**src/sv/fmpa_pkg.sv**
```systemverilog
// ----------------------------------------------------------------------------
// fmpa_pkg
// Shared widths, constants and types of the frame averager.
// ----------------------------------------------------------------------------
package fmpa_pkg;

	localparam int DATA_W      = 8;
	localparam int POS_W       = 7;
	// running sum of up to 16 frames of 8-bit samples
	localparam int SUM_W       = 12;
	// shift of the reciprocal multiply; exact for SUM_W-bit sums and FRAMES <= 16
	localparam int RECIP_SHIFT = 24;
	localparam int FIFO_DEPTH  = 4;
	localparam int FIFO_CNT_W  = 3;

	typedef struct packed {
		logic              emit;
		logic              last;
		logic [POS_W-1:0]  pos;
	} tag_t;

	typedef struct packed {
		logic [DATA_W-1:0] avg;
		logic [POS_W-1:0]  pos;
		logic              last;
	} result_t;

endpackage

```
**src/sv/fmpa_div.sv**
```systemverilog
// ----------------------------------------------------------------------------
// fmpa_div
// Divides the running sum by FRAMES through a registered reciprocal multiply.
// ----------------------------------------------------------------------------
module fmpa_div #(
	parameter int FRAMES = 5
) (
	input  logic                             clk,
	input  logic                             arst_n,
	input  logic                             in_valid,
	input  logic [fmpa_pkg::SUM_W-1:0]       sum,
	input  fmpa_pkg::tag_t                   tag,
	output logic                             out_valid,
	output logic                             out_emit,
	output fmpa_pkg::result_t                res
);

	import fmpa_pkg::*;

	localparam int unsigned MAGIC_I = ((2 ** RECIP_SHIFT) + FRAMES - 1) / FRAMES;
	localparam logic [RECIP_SHIFT-1:0] MAGIC = RECIP_SHIFT'(MAGIC_I);
	localparam int PROD_W = SUM_W + RECIP_SHIFT;

	logic              v_s2;
	tag_t              tag_s2;
	logic [PROD_W-1:0] prod_s2;

	always_ff @(posedge clk or negedge arst_n) begin
		if (!arst_n) begin
			v_s2 <= 1'b0;
		end else begin
			v_s2 <= in_valid;
		end
	end

	always_ff @(posedge clk) begin
		tag_s2  <= tag;
		prod_s2 <= PROD_W'(sum) * PROD_W'(MAGIC);
	end

	assign out_valid = v_s2;
	assign out_emit  = v_s2 & tag_s2.emit;
	assign res.avg   = prod_s2[RECIP_SHIFT +: DATA_W];
	assign res.pos   = tag_s2.pos;
	assign res.last  = tag_s2.last;

endmodule

```
**config.mk**
```make
export PLATFORM = sky130hd
export DESIGN_NAME = fmpa_div
export DESIGN_NICKNAME = d
export VERILOG_FILES = /design/src/sv/fmpa_pkg.sv /design/src/sv/fmpa_div.sv
export SDC_FILE = /design/constraint.sdc
export NUM_CORES = 1
export LEC_CHECK = 0
export ABC_AREA = 1
export BUFFER_PORTS_ARGS = -buffer_cell sky130_fd_sc_hd__buf_2
export CAP_MARGIN = 20
export CORE_UTILIZATION = 25
export DETAILED_ROUTE_END_ITERATION = 6
export PLACE_DENSITY = 0.46
export SLEW_MARGIN = 30
export SYNTH_ARGS = -nofsm -noshare
export SYNTH_HDL_FRONTEND = slang
export SYNTH_SLANG_ARGS = --single-unit
export TNS_END_PERCENT = 50
```
**constraint.sdc**
```tcl
create_clock -name clk -period 0.8 [get_ports clk]
set_clock_uncertainty 0.2 [all_clocks]
set_input_delay 0.08 -clock clk [delete_from_list [all_inputs] [get_ports clk]]
set_output_delay 0.08 -clock clk [all_outputs]
set_load 0.02 [all_outputs]
```
== Yosys cells after proc, flatten, opt, wreduce, memory -nomap -nowiden ==
Cells that the tools add are included.
Operators by class
  divide/modulo/power cells: 0
  multiply operators: 1
  bitwise operators: 1
  reduce and logical (&&, ||, !) cells: 0
  shift-type cells: 0
  $add $sub $neg: 0
  mux-type cells: 0
  eq/ne operators: 0
  order comparisons: 0
Operators with widths (number)
  12-bit by 20-bit multiplier with 30-bit output, second input constant: 1
  1-bit AND: 1
Word-level totals
  memories kept: 0
  register bits after elaboration: 40
  bits in read-only memories: 0
  RAM bits: 0
  bits in latches: 0

== Longest topological paths before layout ==
  depth after elaboration: 1
  gate-level depth with buffers: 21
  mapped depth without buffers: 21

== Worst setup path before layout ==
No wires, ideal clock.
  kind: in2reg
  start: input sum[4] (netlist bit)
  end: register prod_s2[31]
  path slack: -3140 ps
  arrival: 3628 ps
  setup time: 112 ps
  stages on the path: 20
  data required time: 488 ps
  cell sequence: inv_1 ha_1 fa_1 inv_1 fa_1 inv_1 fa_1 fa_1 inv_1 ha_1 nand2_1 inv_1 nand2_1 nand3_1 nand2_1 nand2_1 a21oi_1 nand2_1 nand2_1 nand2_1
On the way
  cells in the longest elaborated chain, start to end: 1
Ends and longest elaborated chain
  start, declared: line fmpa_div.sv:11  | input logic [fmpa_pkg::SUM_W-1:0] sum,
  12-bit by 20-bit multiplier with 30-bit output: line fmpa_div.sv:38  | prod_s2 <= PROD_W'(sum) * PROD_W'(MAGIC);
  end signal, assigned: line fmpa_div.sv:38
  end, declared: line fmpa_div.sv:26  | logic [PROD_W-1:0] prod_s2;
Every way passes these cells.

== Worst setup path in the final report ==
  start: input sum[7] (netlist bit)
  end: register prod_s2[30]
Same word-level chain as after synthesis.

==> key figures <==
Logic synthesis
  • Yosys top cell area share: 24.8%
  • Post-Synthesis Cell Area: 0.00373 mm²
  • Syn Nets: 642
  • Cell count after synthesis: 500
  • Synth Area per Inst: 7.46 µm²
  • Yosys warning total: 0
  • Leading post-synthesis cells by cell area: ha_1 (25%), fa_1 (24%), inv_1 (14%)
  • Distinct cell type count after synthesis: 27
  • Seq/Total Area, Yosys: 9.80%
  • Register bit total from synthesis: 18
  • Leading area contributor after synthesis: ha_1

Timing
  • Tightest Pin Transition: 0.294 ns
  • Final worst path period need: 3.74 ns
  • WHS: -0.0863 ns
  • # setup viols final: 26
  • Period utilization: 467%
  • Max transition margin: 80.4%
  • Final Hold Viols: 7
  • Final setup margin: -2.94 ns
  • Final slew viol count: 0
  • Unrepaired setup endpoints after global routing: yes
  • Setup_tns: -26.07 ns
  • Fmax: 268 MHz

Cells and area
  • Nets: 754
  • Commonest non-fill, non-tap cell in the layout: inv_1
  • Antenna fix cells: 0
  • Area Growth Syn to Fin: 48.7%
  • Commonest cells after routing, fill and taps aside: inv_1 (117), nand2_1 (86), buf_4 (63)
  • # fillers: 1543
  • Share of layout cells above drive strength 1: 37.8%

Hold path
  • Hold Crit Start: tag[6]
  • HP Class: in2reg

Clocking
  • CTS hold repair buffers: 11
  • CTS tree: built
  • CTS root buffer: clkbuf_16
  • Clk sinks: 18
  • CTS Buffer Depth: 2
  • CTS Buf Count: 3
  • H-tree levels: 1
  • Register clock-pin slew on the reported worst setup and hold paths: 0.06 ns

Run status
  • Status: complete, but fails checks
  • Failing checks: negative hold slack, negative setup slack

Global routing
  • Largest net degree at the start of global routing: 11
  • Vias in the first global route: 3463
  • Grt ovf: 0
  • GRT Total Usage: 13.5%
  • Initial antenna violation count: 0
  • First-pass GRT wire length: 16.0 mm

Placement
  • Port Buf Inserts: 41
  • Placed wire-length estimate: 8.59 mm
  • Routability-driven placement congestion ratio: 0.883

Detailed routing
  • DR vias: 3310
  • Vias per Instance: 4.16
  • First DRT Iteration DRCs: 111
  • Residual DRC: 0
  • Final ANT Viol Nets: 0
  • Drt first pass iters: 4
  • WL final: 9.72 mm
  • WL per Instance: 12.2 µm

Floorplan
  • Row cnt: 44
  • Die height: 124 µm
  • Die Area: 0.0154 mm²
  • CORE AREA: 0.0145 mm²
  • Initial core utilization: 25.7%
  • Die width: 124 µm
  • IO Pins: 42

Worst setup path
  • CP arrival: 3.68 ns
  • Critical path launch point type: input port
  • CP Capture Type: flop
  • Critical Path RT: 0.75 ns
  • Kind of critical path: in2reg
  • CP max FO: 5
  • CP Launch Point: sum[7]

Run
  • Max_cap viols: 0
[state kept, by name (all words and copies together), names as in the netlist]
signal     flops
prod_s2        8
out_valid      1
tag_s2         1
res            8
[stage by stage]
step,std cells,util [%],setup WS (ns),instance area [µm²]
after global placement,774,33.3,-3.27,4840
final,795,38.2,-2.94,5550
after global routing,795,38.2,-3.02,5550
after CTS,793,37.4,-2.91,5440
after floorplan,500,-,-2.82,4030
after detailed placement,774,33.3,-3.29,4840
[final cells by class]
cell class                      instances  area [µm²]  area share [%]
Clock buffer                            4        78.8            1.42
Inverter                              143         549            9.90
Multi-Input combinational cell        331        3330            60.0
Sequential cell                        18         384            6.93
Tap cell                              184         230            4.15
Timing Repair Buffer                  115         977            17.6
[layer usage]
metal,part of all wire (%),GRT usage (%)
met5,0,0
met4,3.7,6.25
met3,2.1,0.458
met2,49,24.2
met1,45,16.6
[worst paths after layout]
kind                                to  slack [ns]  depth (start not counted)
setup / recovery           prod_s2[30]       -2.94                         16
hold / removal                  res[7]       -0.09                          2
max in group asynchronous    out_valid        0.38                          2
min in group asynchronous    out_valid       -0.07                          2
[logic make-up after synthesis]
logic type      synth area share, %
simple gates                   19.6
flops                          9.80
buf+inv                        16.0
fa+ha+maj                      48.4
compound gates                 5.43
xor+xnor                      0.705
[worst max-delay path, cell delays in order]
cell and delay [ns]:
buf_8 0.11, ha_4 0.27, inv_2 0.03, fa_2 0.56
fa_1 0.44, fa_1 0.47, fa_1 0.54, inv_2 0.05
ha_4 0.35, nand2_8 0.08, nor2_4 0.12, nand4_1 0.15
nor3_1 0.20, nand2_1 0.10, nand4_1 0.08, nand2_1 0.06
[timing repair]
item                                    in CTS  in global routing
endpoints found under the setup margin      26                 32
resized for setup                          120                 28
buffers inserted                             4                  2
endpoints found under the hold margin       11                  7
pin swaps                                   34                 31
[cell usage after synthesis, drive strengths merged]
library cell  count
buf               8
inv             143
dfxtp            17
o21a              1
nand4             8
nand3            19
a21oi            18
o21bai            3
fa               44
and3              1
nor3b             1
dfrtp             1
a21boi            2
nor3              5
nand2           102
a21o              3
o21ai             9
ha               74
xor2              2
nor2             38
xnor2             1
Power is not shown: default switching activity piles up to over one toggle a cycle in this logic, so the estimate is an artifact.
