==> src/sv/fmpa_pkg.sv <==
// ----------------------------------------------------------------------------
// fmpa_pkg
// Shared widths, constants and types of the frame averager.
// ----------------------------------------------------------------------------
package fmpa_pkg;

	localparam int DATA_W      = 8;
	localparam int POS_W       = 7;
	// running sum of up to 16 frames of 8-bit samples
	localparam int SUM_W       = 12;
	// shift of the reciprocal multiply; exact for SUM_W-bit sums and FRAMES <= 16
	localparam int RECIP_SHIFT = 24;
	localparam int FIFO_DEPTH  = 4;
	localparam int FIFO_CNT_W  = 3;

	typedef struct packed {
		logic              emit;
		logic              last;
		logic [POS_W-1:0]  pos;
	} tag_t;

	typedef struct packed {
		logic [DATA_W-1:0] avg;
		logic [POS_W-1:0]  pos;
		logic              last;
	} result_t;

endpackage

==> src/sv/fmpa_fifo.sv <==
// ----------------------------------------------------------------------------
// fmpa_fifo
// Small result queue that decouples the pipeline from the output handshake.
// ----------------------------------------------------------------------------
module fmpa_fifo (
	input  logic                            clk,
	input  logic                            arst_n,
	input  logic                            push,
	input  fmpa_pkg::result_t               wdata,
	input  logic                            pop,
	output logic                            not_empty,
	output fmpa_pkg::result_t               rdata,
	output logic [fmpa_pkg::FIFO_CNT_W-1:0] count
);

	import fmpa_pkg::*;

	localparam int PTR_W = $clog2(FIFO_DEPTH);

	result_t           mem [FIFO_DEPTH];
	logic [PTR_W-1:0]  wr_ptr_q;
	logic [PTR_W-1:0]  rd_ptr_q;
	logic [FIFO_CNT_W-1:0] cnt_q;
	logic              do_pop;

	assign do_pop = pop & (cnt_q != '0);

	always_ff @(posedge clk or negedge arst_n) begin
		if (!arst_n) begin
			wr_ptr_q <= '0;
			rd_ptr_q <= '0;
			cnt_q    <= '0;
		end else begin
			if (push) begin
				wr_ptr_q <= wr_ptr_q + 1'b1;
			end
			if (do_pop) begin
				rd_ptr_q <= rd_ptr_q + 1'b1;
			end
			case ({push, do_pop})
				2'b10:   cnt_q <= cnt_q + 1'b1;
				2'b01:   cnt_q <= cnt_q - 1'b1;
				default: cnt_q <= cnt_q;
			endcase
		end
	end

	always_ff @(posedge clk) begin
		if (push) begin
			mem[wr_ptr_q] <= wdata;
		end
	end

	assign not_empty = (cnt_q != '0);
	assign rdata     = mem[rd_ptr_q];
	assign count     = cnt_q;

endmodule

==> config.mk <==
export PLATFORM = sky130hd
export DESIGN_NAME = fmpa_fifo
export DESIGN_NICKNAME = d
export VERILOG_FILES = /design/src/sv/fmpa_pkg.sv /design/src/sv/fmpa_fifo.sv
export SDC_FILE = /design/constraint.sdc
export NUM_CORES = 1
export LEC_CHECK = 0
export ABC_CLOCK_PERIOD_IN_PS = 1700
export BUFFER_PORTS_ARGS = -buffer_cell sky130_fd_sc_hd__buf_2
export CORE_MARGIN = 2
export CORE_UTILIZATION = 50
export CTS_CLUSTER_SIZE = 40
export DETAILED_ROUTE_END_ITERATION = 8
export PLACE_DENSITY = 0.74
export RECOVER_POWER = 25
export SLEW_MARGIN = 20
export SYNTH_ARGS = -nofsm -noshare
export SYNTH_HDL_FRONTEND = slang
export SYNTH_SLANG_ARGS = --single-unit
export TNS_END_PERCENT = 1
==> constraint.sdc <==
create_clock -name clk -period 1.7 [get_ports clk]
set_input_delay 0 -clock clk [delete_from_list [all_inputs] [get_ports clk]]
set_output_delay 0 -clock clk [all_outputs]
set_load 0.005 [all_outputs]
# [Word-level counts from Yosys, hierarchy flattened]
# Memory sizes are Yosys's and may differ from the RTL's.
# Index checks and enable logic that the tools add are counted.
[word_totals] regBits=7 ram_bits=64 input_bits=20 output_inout_bits=20 elab_cells=16 n_memories=1
[op_classes] add_sub_neg=4 n_eq_ne=2 muxes=3 bitwise=1 reduce_logical=2
[memory_table] memory="mem" depth=4 word_bits=16 rd=1 rd_clocked_by_memory_dff=0 wr=1 line="fmpa_fifo.sv:20" source="result_t mem [FIFO_DEPTH];"
[op_table] operator="case mux 3 bit (2 select lines)" n=1
[op_table] operator="adder 2 x 1 -> 2 bit (second input constant)" n=2
[op_table] operator="adder 3 x 1 -> 3 bit (second input constant)" n=1
[op_table] operator="nonzero test 3 bit" n=1
[op_table] operator="subtractor 3 x 1 -> 3 bit (second input constant)" n=1
[op_table] operator="== test 2 x 1 -> 1 bit (second input constant)" n=1
[op_table] operator="== test 2 bit (second input constant)" n=1
[op_table] operator="2-to-1 mux 1 bit" n=2
[op_table] operator="nonzero test 2 bit" n=1
[op_table] operator="AND 1 bit" n=1

# [Longest topological paths before layout]
# Gate-level depths: netlist of run 1.
[logic_depth] depth_word=4 depth_mapped=7 ltp_nobuf=7

# [Worst setup path after synthesis of run 1]
# OpenSTA, ideal clock, no wires.
[synth_path] kind="register to register" from="reg cnt_q[0], in the netlist count[0]" to="reg cnt_q[2], in the netlist count[2]" setup_ns=0.079 t_arrival_ns=1.575 required_ns=1.621 path_slack_ns=0.046 path_stages_with_launch=8 n_path_buf=0 period_less_slack_ns=1.654 cell_sequence="dfrtp_1 -> o31a_1 -> ha_1 -> inv_1 -> fa_1 -> xor2_1 -> nor2_1 -> xor2_1"
[synth_via] elab_chain_cells=4 elab_cells_between_ends=8 cone_classes="add/sub: 2; eq/ne: 2; mux: 1; bitwise: 1; reduce/logical: 2"
[synth_lines] item="from (decl)" line="fmpa_fifo.sv:23" source="logic [FIFO_CNT_W-1:0] cnt_q;"
[synth_lines] item="from (signal assigned)" line="fmpa_fifo.sv:41" source="2'b10: cnt_q <= cnt_q + 1'b1;"
[synth_lines] item="from (signal assigned)" line="fmpa_fifo.sv:42" source="2'b01: cnt_q <= cnt_q - 1'b1;"
[synth_lines] item="from (signal assigned)" line="fmpa_fifo.sv:43" source="default: cnt_q <= cnt_q;"
[synth_lines] item="nonzero test 3 bit *" line="fmpa_fifo.sv:26" source="assign do_pop = pop & (cnt_q != '0);"
[synth_lines] item="AND 1 bit *" line="fmpa_fifo.sv:26"
[synth_lines] item="named net do_pop" line="fmpa_fifo.sv:24" source="logic do_pop;"
[synth_lines] item="== test 2 x 1 -> 1 bit / == test 2 bit (equally long branches)" line="fmpa_fifo.sv:40" source="case ({push, do_pop})"
[synth_lines] item="case mux 3 bit (2 select lines) / nonzero test 2 bit (equally long branches)"
# The timed path passes the listed nets; every way through them passes the cells marked *.
# A chain may end at the register's enable or synchronous reset.

# [Worst setup path in the final report of run 1]
[layout_path] from="reg cnt_q[1], in the netlist count[1]" to="reg cnt_q[2], in the netlist count[2]"
# Same word-level chain as after synthesis.

==> results.tsv, run 1 <==
metric	value	unit
status	complete, no violations	
fillers	386	
min_period_over_period	0.969	
post-route-min-period	1650	ps
grt.overflow.total	0	
syn2layout_area_growth	25.6	%
regArea	2100	um2
nets	226	
yosys_register_bits	71	
drc	0	
clock_insertion_delay_worst_skew	330	ps
rsz0062_at_grt	yes	
final_common_cell	edfxtp_1	
p_sw	1.45	mW
postRouteAntennaNets	0	
rows	27	
worst_pin_slew	411	ps
cts_buffers	9	
crit_type	flop to flop	
setup_violations	0	
multi_input_area	597	um2
slew_headroom	0.726	
antenna_found_initial	0	
finalHoldViolCount	0	
placeableCoreArea	5410	um2
portBuffers	39	
wl	4620	um
place.gp.congestion	0.704	
hold_class	primary input to async pin	
fin_tns_setup	0	ps
syn_nets	146	
h-tree-depth	3	
crit_required	1920	ps
postSynthCellCount	120	
dieWidth	78.2	um
io_pins	40	
drt_iter0_drc	70	
cts_buffer_depth	2	
worst_slack	53.0	ps
clock_skew	4.68	ps
ys_seq_area_frac	0.762	
hold_ws	101	ps
die-area	6110	um2
arrival	1870	ps
p_int	3.77	mW
maxSlewViolCount	0	
grt_pass1_vias	1503	
grt_max_degree	12	
cts_sinks	71	
grt_pass1_wl	7350	um
vdd_drop_max	0.000799	V
worst_setup_path_start_kind	flop	
clkPwrFrac	0.214	
grtUsageTotal	0.169	
critPathMaxFanout	4	
start_util	0.509	
antenna_cells	0	
pwr-share-seq	0.465	
yosys.cell_types.count	19	
avgSynthCellArea	22.9	um2
final_util	0.640	
dpl.hpwl	3010	um
power	5.23	mW
max-cap-violations	0	
p_leak	1.30	nW
die_h	78.2	um
swShare	0.278	
p_comb_frac	0.321	
mappedNetlistArea	2750	um2
fmax	0.607	GHz
layout-drive-gt1-share	0.332	
cp-end-kind	flop	
pre_cts_ws	2.95	ps
first_pass_iters	4	
yosysWarnings	0	
viasPerCell	5.05	
clkTransAtPathRegs	70	ps
wl_per_cell	16.7	um
cts_root_buf	clkbuf_8	
tritoncts	done	
power_density	1510	nW/um2
layout_common_cells	edfxtp_1, buf_2, dlygate4sd3_1	
vias	1399	
-- metal layers --
layer | track usage | vias to the layer above | share of wire
li1 | - | 649 | -
met1 | 0.200 | 694 | 0.39
met2 | 0.292 | 47 | 0.55
met3 | 0.0345 | 9 | 0.046
met4 | 0.0895 | 0 | 0.022
met5 | 0 | - | 0
-- cell type report --
cell class | instances | area share
Timing Repair Buffer | 73 | 0.140
Tap cell | 72 | 0.0261
Sequential cell | 71 | 0.607
Multi-Input combinational cell | 39 | 0.173
Inverter | 6 | 0.00651
Clock inverter | 5 | 0.00688
Clock buffer | 11 | 0.0409
-- synthesized netlist by cell type --
master / n / share of area
fa_1: 1 / 0.0073
or3_1: 1 / 0.0023
mux4_2: 8 / 0.065
buf_2: 2 / 0.0036
buf_6: 1 / 0.0041
mux2i_1: 1 / 0.0036
and2_1: 4 / 0.0091
buf_12: 1 / 0.0073
xor2_1: 4 / 0.013
nor2_1: 1 / 0.0014
dfrtp_1: 7 / 0.064
o21ai_0: 1 / 0.0018
o31a_1: 1 / 0.0032
nand2_1: 2 / 0.0027
edfxtp_1: 64 / 0.70
inv_1: 6 / 0.0082
mux4_1: 8 / 0.076
xnor2_1: 2 / 0.0064
ha_1: 5 / 0.023
-- registers in the layout, indices dropped and copies added, names as in the netlist --
name / count
count: 3
mem: 64
rd_ptr_q: 2
wr_ptr_q: 2
-- critical path, stage by stage, from the launching register on --
cell,delay (ps)
dfrtp_1,410
o31a_1,310
ha_2,190
inv_1,60
fa_2,190
xor2_1,140
nor2_1,70
xor2_1,150
-- cells by family after synthesis --
group | count (synthesis) | synth area share
DFF | 71 | 0.762
muxes | 17 | 0.145
buffers and inverters | 10 | 0.0232
and+or+nand+nor | 8 | 0.0155
xor gates and xnor gates | 6 | 0.0191
adders and majority gates | 6 | 0.0300
AOI/OAI and AO/OA | 2 | 0.00500
-- metrics by stage --
| step | std cells | cell area [um2] |
|---|---|---|
| 6_report | 277 | 3460 |
| 5_1_grt | 277 | 3460 |
| 4_1_cts | 276 | 3450 |
| 3_5_place_dp | 241 | 3100 |
| 3_3_place_gp | 241 | 3100 |
| 2_1_floorplan | 120 | 2750 |
-- path summary, 6_finish.rpt --
path | start | end | slack [ps] | cells after the start
max in group asynchronous | arst_n | rd_ptr_q[1]$_DFFE_PN0P_ | 1310 | 2
worst min register to register | wr_ptr_q[0]$_DFFE_PN0P_ | wr_ptr_q[0]$_DFFE_PN0P_ | 530 | 1
worst max-delay path | count[1]$_DFFE_PN0P_ | count[2]$_DFFE_PN0P_ | 50 | 7
worst max register to register | count[1]$_DFFE_PN0P_ | count[2]$_DFFE_PN0P_ | 50 | 7
min in group clk | pop | rd_ptr_q[0]$_DFFE_PN0P_ | 110 | 4
worst min-delay path | arst_n | count[2]$_DFFE_PN0P_ | 100 | 2
-- power by group through the flow --
| stage | sequential (mW) | combinational [mW] | clock (mW) |
|---|---|---|---|
| floorplan | 2.44 | 1.03 | 0 |
| global placement | 2.43 | 1.58 | 0 |
| detailed placement | 2.47 | 1.63 | 0 |
| CTS | 2.43 | 1.70 | 1.15 |
| global route | 2.46 | 1.86 | 1.21 |
| finish | 2.43 | 1.68 | 1.12 |
-- what timing repair did --
| action | in CTS | in global routing |
|---|---|---|
| pin swaps | 0 | 4 |
| resized for setup | 0 | 3 |
| setup buffers | 1 | 1 |
| endpoints found under the hold margin | 73 | 0 |
| hold buffers | 18 | 0 |
| setup endpoints to repair | 1 | 2 |
Note: power is estimated with default switching activity, not from simulation.
==> inputs of run 2 (changes only) <==
Settings changed: CORE_UTILIZATION 50 to 35, PLACE_DENSITY 0.74 to 0.55.
==> run 2 against run 1 <==
First-iteration DRC count down 54%. Final cell count up 10%. Worst setup slack worse by 11 ps. Sequential share of layout area down 0.67 points. Highest routed layer unchanged. Critical endpoint unchanged. Largest cell class unchanged. Fmax down 0.68%. Critical path depth unchanged. Total power down 0.43%.
==> results.tsv, run 2 (synthesis results as in run 1) <==
metric	value	unit
worst_slack	41.7	ps
largest_reg_flops	64	
final_common_cell	edfxtp_1	
cpMostUsedCell	xor2_1	
portBuffers	39	
cts_sinks	71	
drt_iter0_drc	32	
clock_skew	6.86	ps
grt_pass1_wl	6870	um
fin_tns_setup	0	ps
rows	32	
wl_per_cell	14.5	um
postRouteAntennaNets	0	
maxSlewViolCount	0	
p_leak	1.29	nW
use_met1	0.124	
final_util	0.455	
min_period_over_period	0.975	
place.gp.congestion	0.662	
worst_pin_slew	425	ps
setup_violations	0	
critPathMaxFanout	2	
vias	1373	
crit_type	flop to flop	
placeableCoreArea	7690	um2
grtUsageTotal	0.115	
slew_headroom	0.717	
use_met2	0.195	
grtUsageMet3	0.0382	
grt-busiest-layer	met2	
crit_start	count[0]$_DFFE_PN0P_	
crit_required	1920	ps
stdcell_area	3500	um2
cp-end-kind	flop	
io_pins	40	
antenna_cells	0	
tritoncts	done	
dpl_cell_area	3130	um2
largest-register	mem	
grt.overflow.total	0	
grt_pass1_vias	1416	
fmax	0.603	GHz
p_comb_frac	0.331	
crit_path_cell_trace	o31a_1, ha_2, inv_1, fa_2, xor2_1, nor2_1, xor2_1	
pre_cts_ws	-29.9	ps
die_h	92.7	um
h-tree-depth	3	
rsz0062_at_grt	yes	
syn2layout_area_growth	27.0	%
clkPwrFrac	0.204	
max-cap-violations	0	
drc	0	
clock_insertion_delay_worst_skew	330	ps
p_sw	1.45	mW
max_stage_delay	380	ps
layout-drive-gt1-share	0.335	
vdd_drop_max	0.000723	V
first_pass_iters	4	
status	complete, no violations	
layout_common_cells	edfxtp_1, buf_2, dlygate4sd3_1	
clkTransAtPathRegs	70	ps
start_util	0.358	
hold_ws	99.7	ps
nets	225	
dp_cells	268	
power	5.21	mW
p_int	3.76	mW
cts_buffer_depth	2	
dieWidth	92.7	um
r2r_start	count[0]$_DFFE_PN0P_	
antenna_found_initial	0	
dpl.hpwl	2960	um
finalHoldViolCount	0	
worst_path_max_delay_cell	dfrtp_1	
grt_max_degree	17	
arrival	1880	ps
swShare	0.278	
cts_buffers	9	
hold_class	primary input to async pin	
die-area	8590	um2
wl	4420	um
post-route-min-period	1660	ps
cts_root_buf	clkbuf_8	
worst_setup_path_start_kind	flop	
final_cells	305	
power_density	1490	nW/um2
pwr-share-seq	0.465	
viasPerCell	4.50	
-- run 2: changes by cell type in the layout (fill, tap and decap cells not counted), sizes merged --
cell and delta:
clkbuf -1, clkinv -1
-- run 2: cell type report --
| type | count | area [um2] |
|---|---|---|
| flip-flops and latches | 71 | 2100 |
| fillers | 688 | 4190 |
| well taps | 102 | 128 |
| clock buffers | 11 | 131 |
| clock inverters | 4 | 23.8 |
| inverters | 6 | 22.5 |
| multi-input cells | 39 | 598 |
| repair buffers | 72 | 495 |
-- run 2: final timing paths --
path	cells past startpoint	end	slack [ps]
max reg2reg	7	count[2]$_DFFE_PN0P_	40
max in group asynchronous	2	wr_ptr_q[0]$_DFFE_PN0P_	1320
min	2	count[0]$_DFFE_PN0P_	100
max	7	count[2]$_DFFE_PN0P_	40
min in group clk	5	rd_ptr_q[0]$_DFFE_PN0P_	190
min reg2reg	1	wr_ptr_q[0]$_DFFE_PN0P_	540
-- run 2: timing repair --
item,4_1_cts,5_1_grt
gates cloned,0,0
setup buffers,2,2
resized for setup,1,4
pin swaps,1,5
endpoints found under the hold margin,73,0
endpoints found under the setup margin,2,18
hold buffers,18,0
-- run 2: routing by layer --
layer | part of all wire | up-vias
li1 | - | 641
met1 | 0.41 | 692
met2 | 0.52 | 32
met3 | 0.043 | 8
met4 | 0.022 | 0
met5 | 0 | -
-- run 2: critical path: cells and delay by family, from the launching register on --
family                     cells  cell delay (ps)
adders and majority gates      2              390
buffers and inverters          1               70
xor gates and xnor gates       2              320
AOI/OAI and AO/OA              1              310
DFF                            1              380
and+or+nand+nor                1               80
-- run 2: power by group through the flow --
stage / registers, mW / clock network [mW] / logic, mW
floorplan: 2.44 / 0 / 1.03
global placement: 2.44 / 0 / 1.62
detailed placement: 2.47 / 0 / 1.65
CTS: 2.42 / 1.10 / 1.75
global route: 2.46 / 1.18 / 1.92
finish: 2.42 / 1.06 / 1.72
==> inputs of run 3 (changes only) <==
Settings changed: ABC_AREA set to 1.
==> run 3 against run 2 <==
Wire length increased by 21%. Critical endpoint is now count[1]$_DFFE_PN0P_. Critical path type unchanged. Clock skew decreased by 1.0 ps. Die area increased by 8.8%. Utilization decreased by 0.051 points. Register-to-register slack improved by 70 ps. Global-route usage increased by 0.82 points.
==> results.tsv, run 3 <==
metric	value	unit
postRouteAntennaNets	0	
syn_nets	269	
yosysWarnings	0	
r2r_start	count[0]$_DFFE_PN0P_	
dpl.hpwl	3460	um
drt_iter0_drc	72	
die-area	9350	um2
layout-drive-gt1-share	0.211	
grt.overflow.total	0	
antenna_found_initial	0	
fin_tns_setup	0	ps
maxSlewViolCount	0	
clock_insertion_delay_worst_skew	340	ps
layout_common_cells	nand2_1, edfxtp_1, inv_1	
placeableCoreArea	8260	um2
h-tree-depth	3	
nets	339	
max_stage_delay	430	ps
power_density	1590	nW/um2
wl	5330	um
crit_path_cell_trace	inv_2, nand3_2, nand2_1, inv_1, ha_1, inv_2, fa_2, o21ai_2	
antenna_cells	0	
ff2ff_path_depth	8	
io_pins	40	
syn2layout_area_growth	24.8	%
drc	0	
ys_seq_area_frac	0.697	
synth_most_common_cell	nand2_1	
synth_area_leaders	edfxtp_1, nand2_1, o211ai_1, inv_1, dfrtp_1	
largest_reg_flops	64	
cts_root_buf	clkbuf_8	
critPathBufInv	3	
synth_top_area_share	0.639	
slew_headroom	0.733	
vdd_drop_max	0.000691	V
grt_pass1_wl	8850	um
final_common_cell	nand2_1	
start_util	0.364	
place.gp.congestion	0.732	
crit_type	flop to flop	
cpMostUsedCell	inv_2	
postSynthCellCount	243	
rsz0062_at_grt	no	
ys.flop_type	edfxtp_1	
grtUsageTotal	0.123	
fmax	0.630	GHz
worst_pin_slew	400	ps
largest-register	mem	
async_flop_share	0.0986	
portBuffers	39	
clock_skew	5.86	ps
crit_required	1970	ps
worst_path_max_delay_cell	fa_2	
dieWidth	96.7	um
fillers	780	
hold_class	primary input to async pin	
hold_ws	91.1	ps
route.met3.wl	148	um
cts_sinks	71	
min_period_over_period	0.933	
setup_violations	0	
arrival	1860	ps
yosys_register_bits	71	
post-route-min-period	1590	ps
route.met2.wl	2660	um
grt_max_degree	66	
avgSynthCellArea	12.4	um2
rows	33	
synth_commonest_cells	nand2_1, edfxtp_1, inv_1	
clkTransAtPathRegs	70	ps
yosys.cell_types.count	18	
rrSetupSlack	110	ps
vias	1840	
mappedNetlistArea	3010	um2
critPathMaxFanout	3	
cts_buffers	9	
p_leak	1.61	nW
wl_met1	2410	um
die_h	96.7	um
wl_per_cell	12.6	um
cts_buffer_depth	2	
tritoncts	done	
worst_setup_path_start_kind	flop	
viasPerCell	4.35	
topRoutingLayerUsed	met4	
finalHoldViolCount	0	
synth_edf_count	64	
grt_pass1_vias	1822	
cp-end-kind	flop	
synth_largest_area_cell	edfxtp_1	
r2r-end	count[1]$_DFFE_PN0P_	
status	complete, no violations	
crit_family	adder cells	
first_pass_iters	4	
max-cap-violations	0	
-- run 3: cell count changes in the layout (fill, tap and decap cells not counted), moves of 3 or more --
cell / before / now
and2_1: 3 / 0
clkinv_2: 3 / 0
inv_1: 6 / 43
inv_2: 0 / 6
mux4_1: 8 / 0
mux4_2: 8 / 0
nand2_1: 2 / 65
nand3_1: 0 / 3
o211ai_1: 0 / 30
xor2_1: 4 / 1
-- run 3: repair_timing --
item                                   4_1_cts  5_1_grt
setup endpoints to repair                    0        2
hold buffers                                19        0
setup buffers                                0        1
endpoints found under the hold margin       74        0
gates resized for setup                      0        8
-- run 3: worst max path at each step --
stage	start	endpoint	slack, ps	cells after the start
after detailed placement	count[0]$_DFFE_PN0P_	count[2]$_DFFE_PN0P_	30	11
after floorplan	count[0]$_DFFE_PN0P_	count[2]$_DFFE_PN0P_	40	11
after global routing	count[0]$_DFFE_PN0P_	count[1]$_DFFE_PN0P_	9	8
after CTS	count[1]$_DFFE_PN0P_	count[2]$_DFFE_PN0P_	20	11
final	count[0]$_DFFE_PN0P_	count[1]$_DFFE_PN0P_	110	8
after global placement	count[0]$_DFFE_PN0P_	count[2]$_DFFE_PN0P_	110	11
-- run 3: worst reg2reg max path, stage by stage, from the launching register on --
cell and delay (ps):
dfrtp_1 410, inv_2 90, nand3_2 70, nand2_1 80, inv_1 50, ha_1 200, inv_2 70, fa_2 430
o21ai_2 130
-- run 3: cell families after synthesis --
group	after synthesis	synth area share
buffers and inverters	60	0.0928
AOI/OAI and AO/OA	34	0.0866
xor gates and xnor gates	2	0.00583
and+or+nand+nor	70	0.0899
DFF	71	0.697
adders and majority gates	6	0.0275
-- run 3: cell type report --
type / instances / area, um2 / share of cell area
multi-input combinational: 112 / 642 / 0.171
tap: 105 / 131 / 0.0350
sequential: 71 / 2100 / 0.559
clock buffer: 10 / 128 / 0.0340
clock inverter: 6 / 93.8 / 0.0250
timing repair buffer: 70 / 475 / 0.127
inverter: 49 / 184 / 0.0490
-- run 3: metal layers --
metal / track usage / up-vias
li1: - / 961
met1: 0.149 / 843
met2: 0.201 / 26
met3: 0.0311 / 10
met4: 0.0650 / 0
met5: 0 / -
-- run 3: power breakdown --
part           leakage [nW]  switching, mW  internal, mW
registers             0.672          0.131          2.30
logic                 0.826           1.22         0.837
clock network         0.107          0.643         0.836
-- run 3: metrics by stage --
step | utilization | instance area (um2) | std cells | power [mW] | setup slack (ps)
6_report | 0.454 | 3750 | 423 | 5.97 | 113
2_1_floorplan | - | 3010 | 243 | 3.81 | 39.3
3_5_place_dp | 0.404 | 3330 | 387 | 4.50 | 32.9
4_1_cts | 0.453 | 3740 | 422 | 6.03 | 17.0
3_3_place_gp | 0.404 | 3330 | 387 | 4.46 | 111
5_1_grt | 0.454 | 3750 | 423 | 6.42 | 8.57
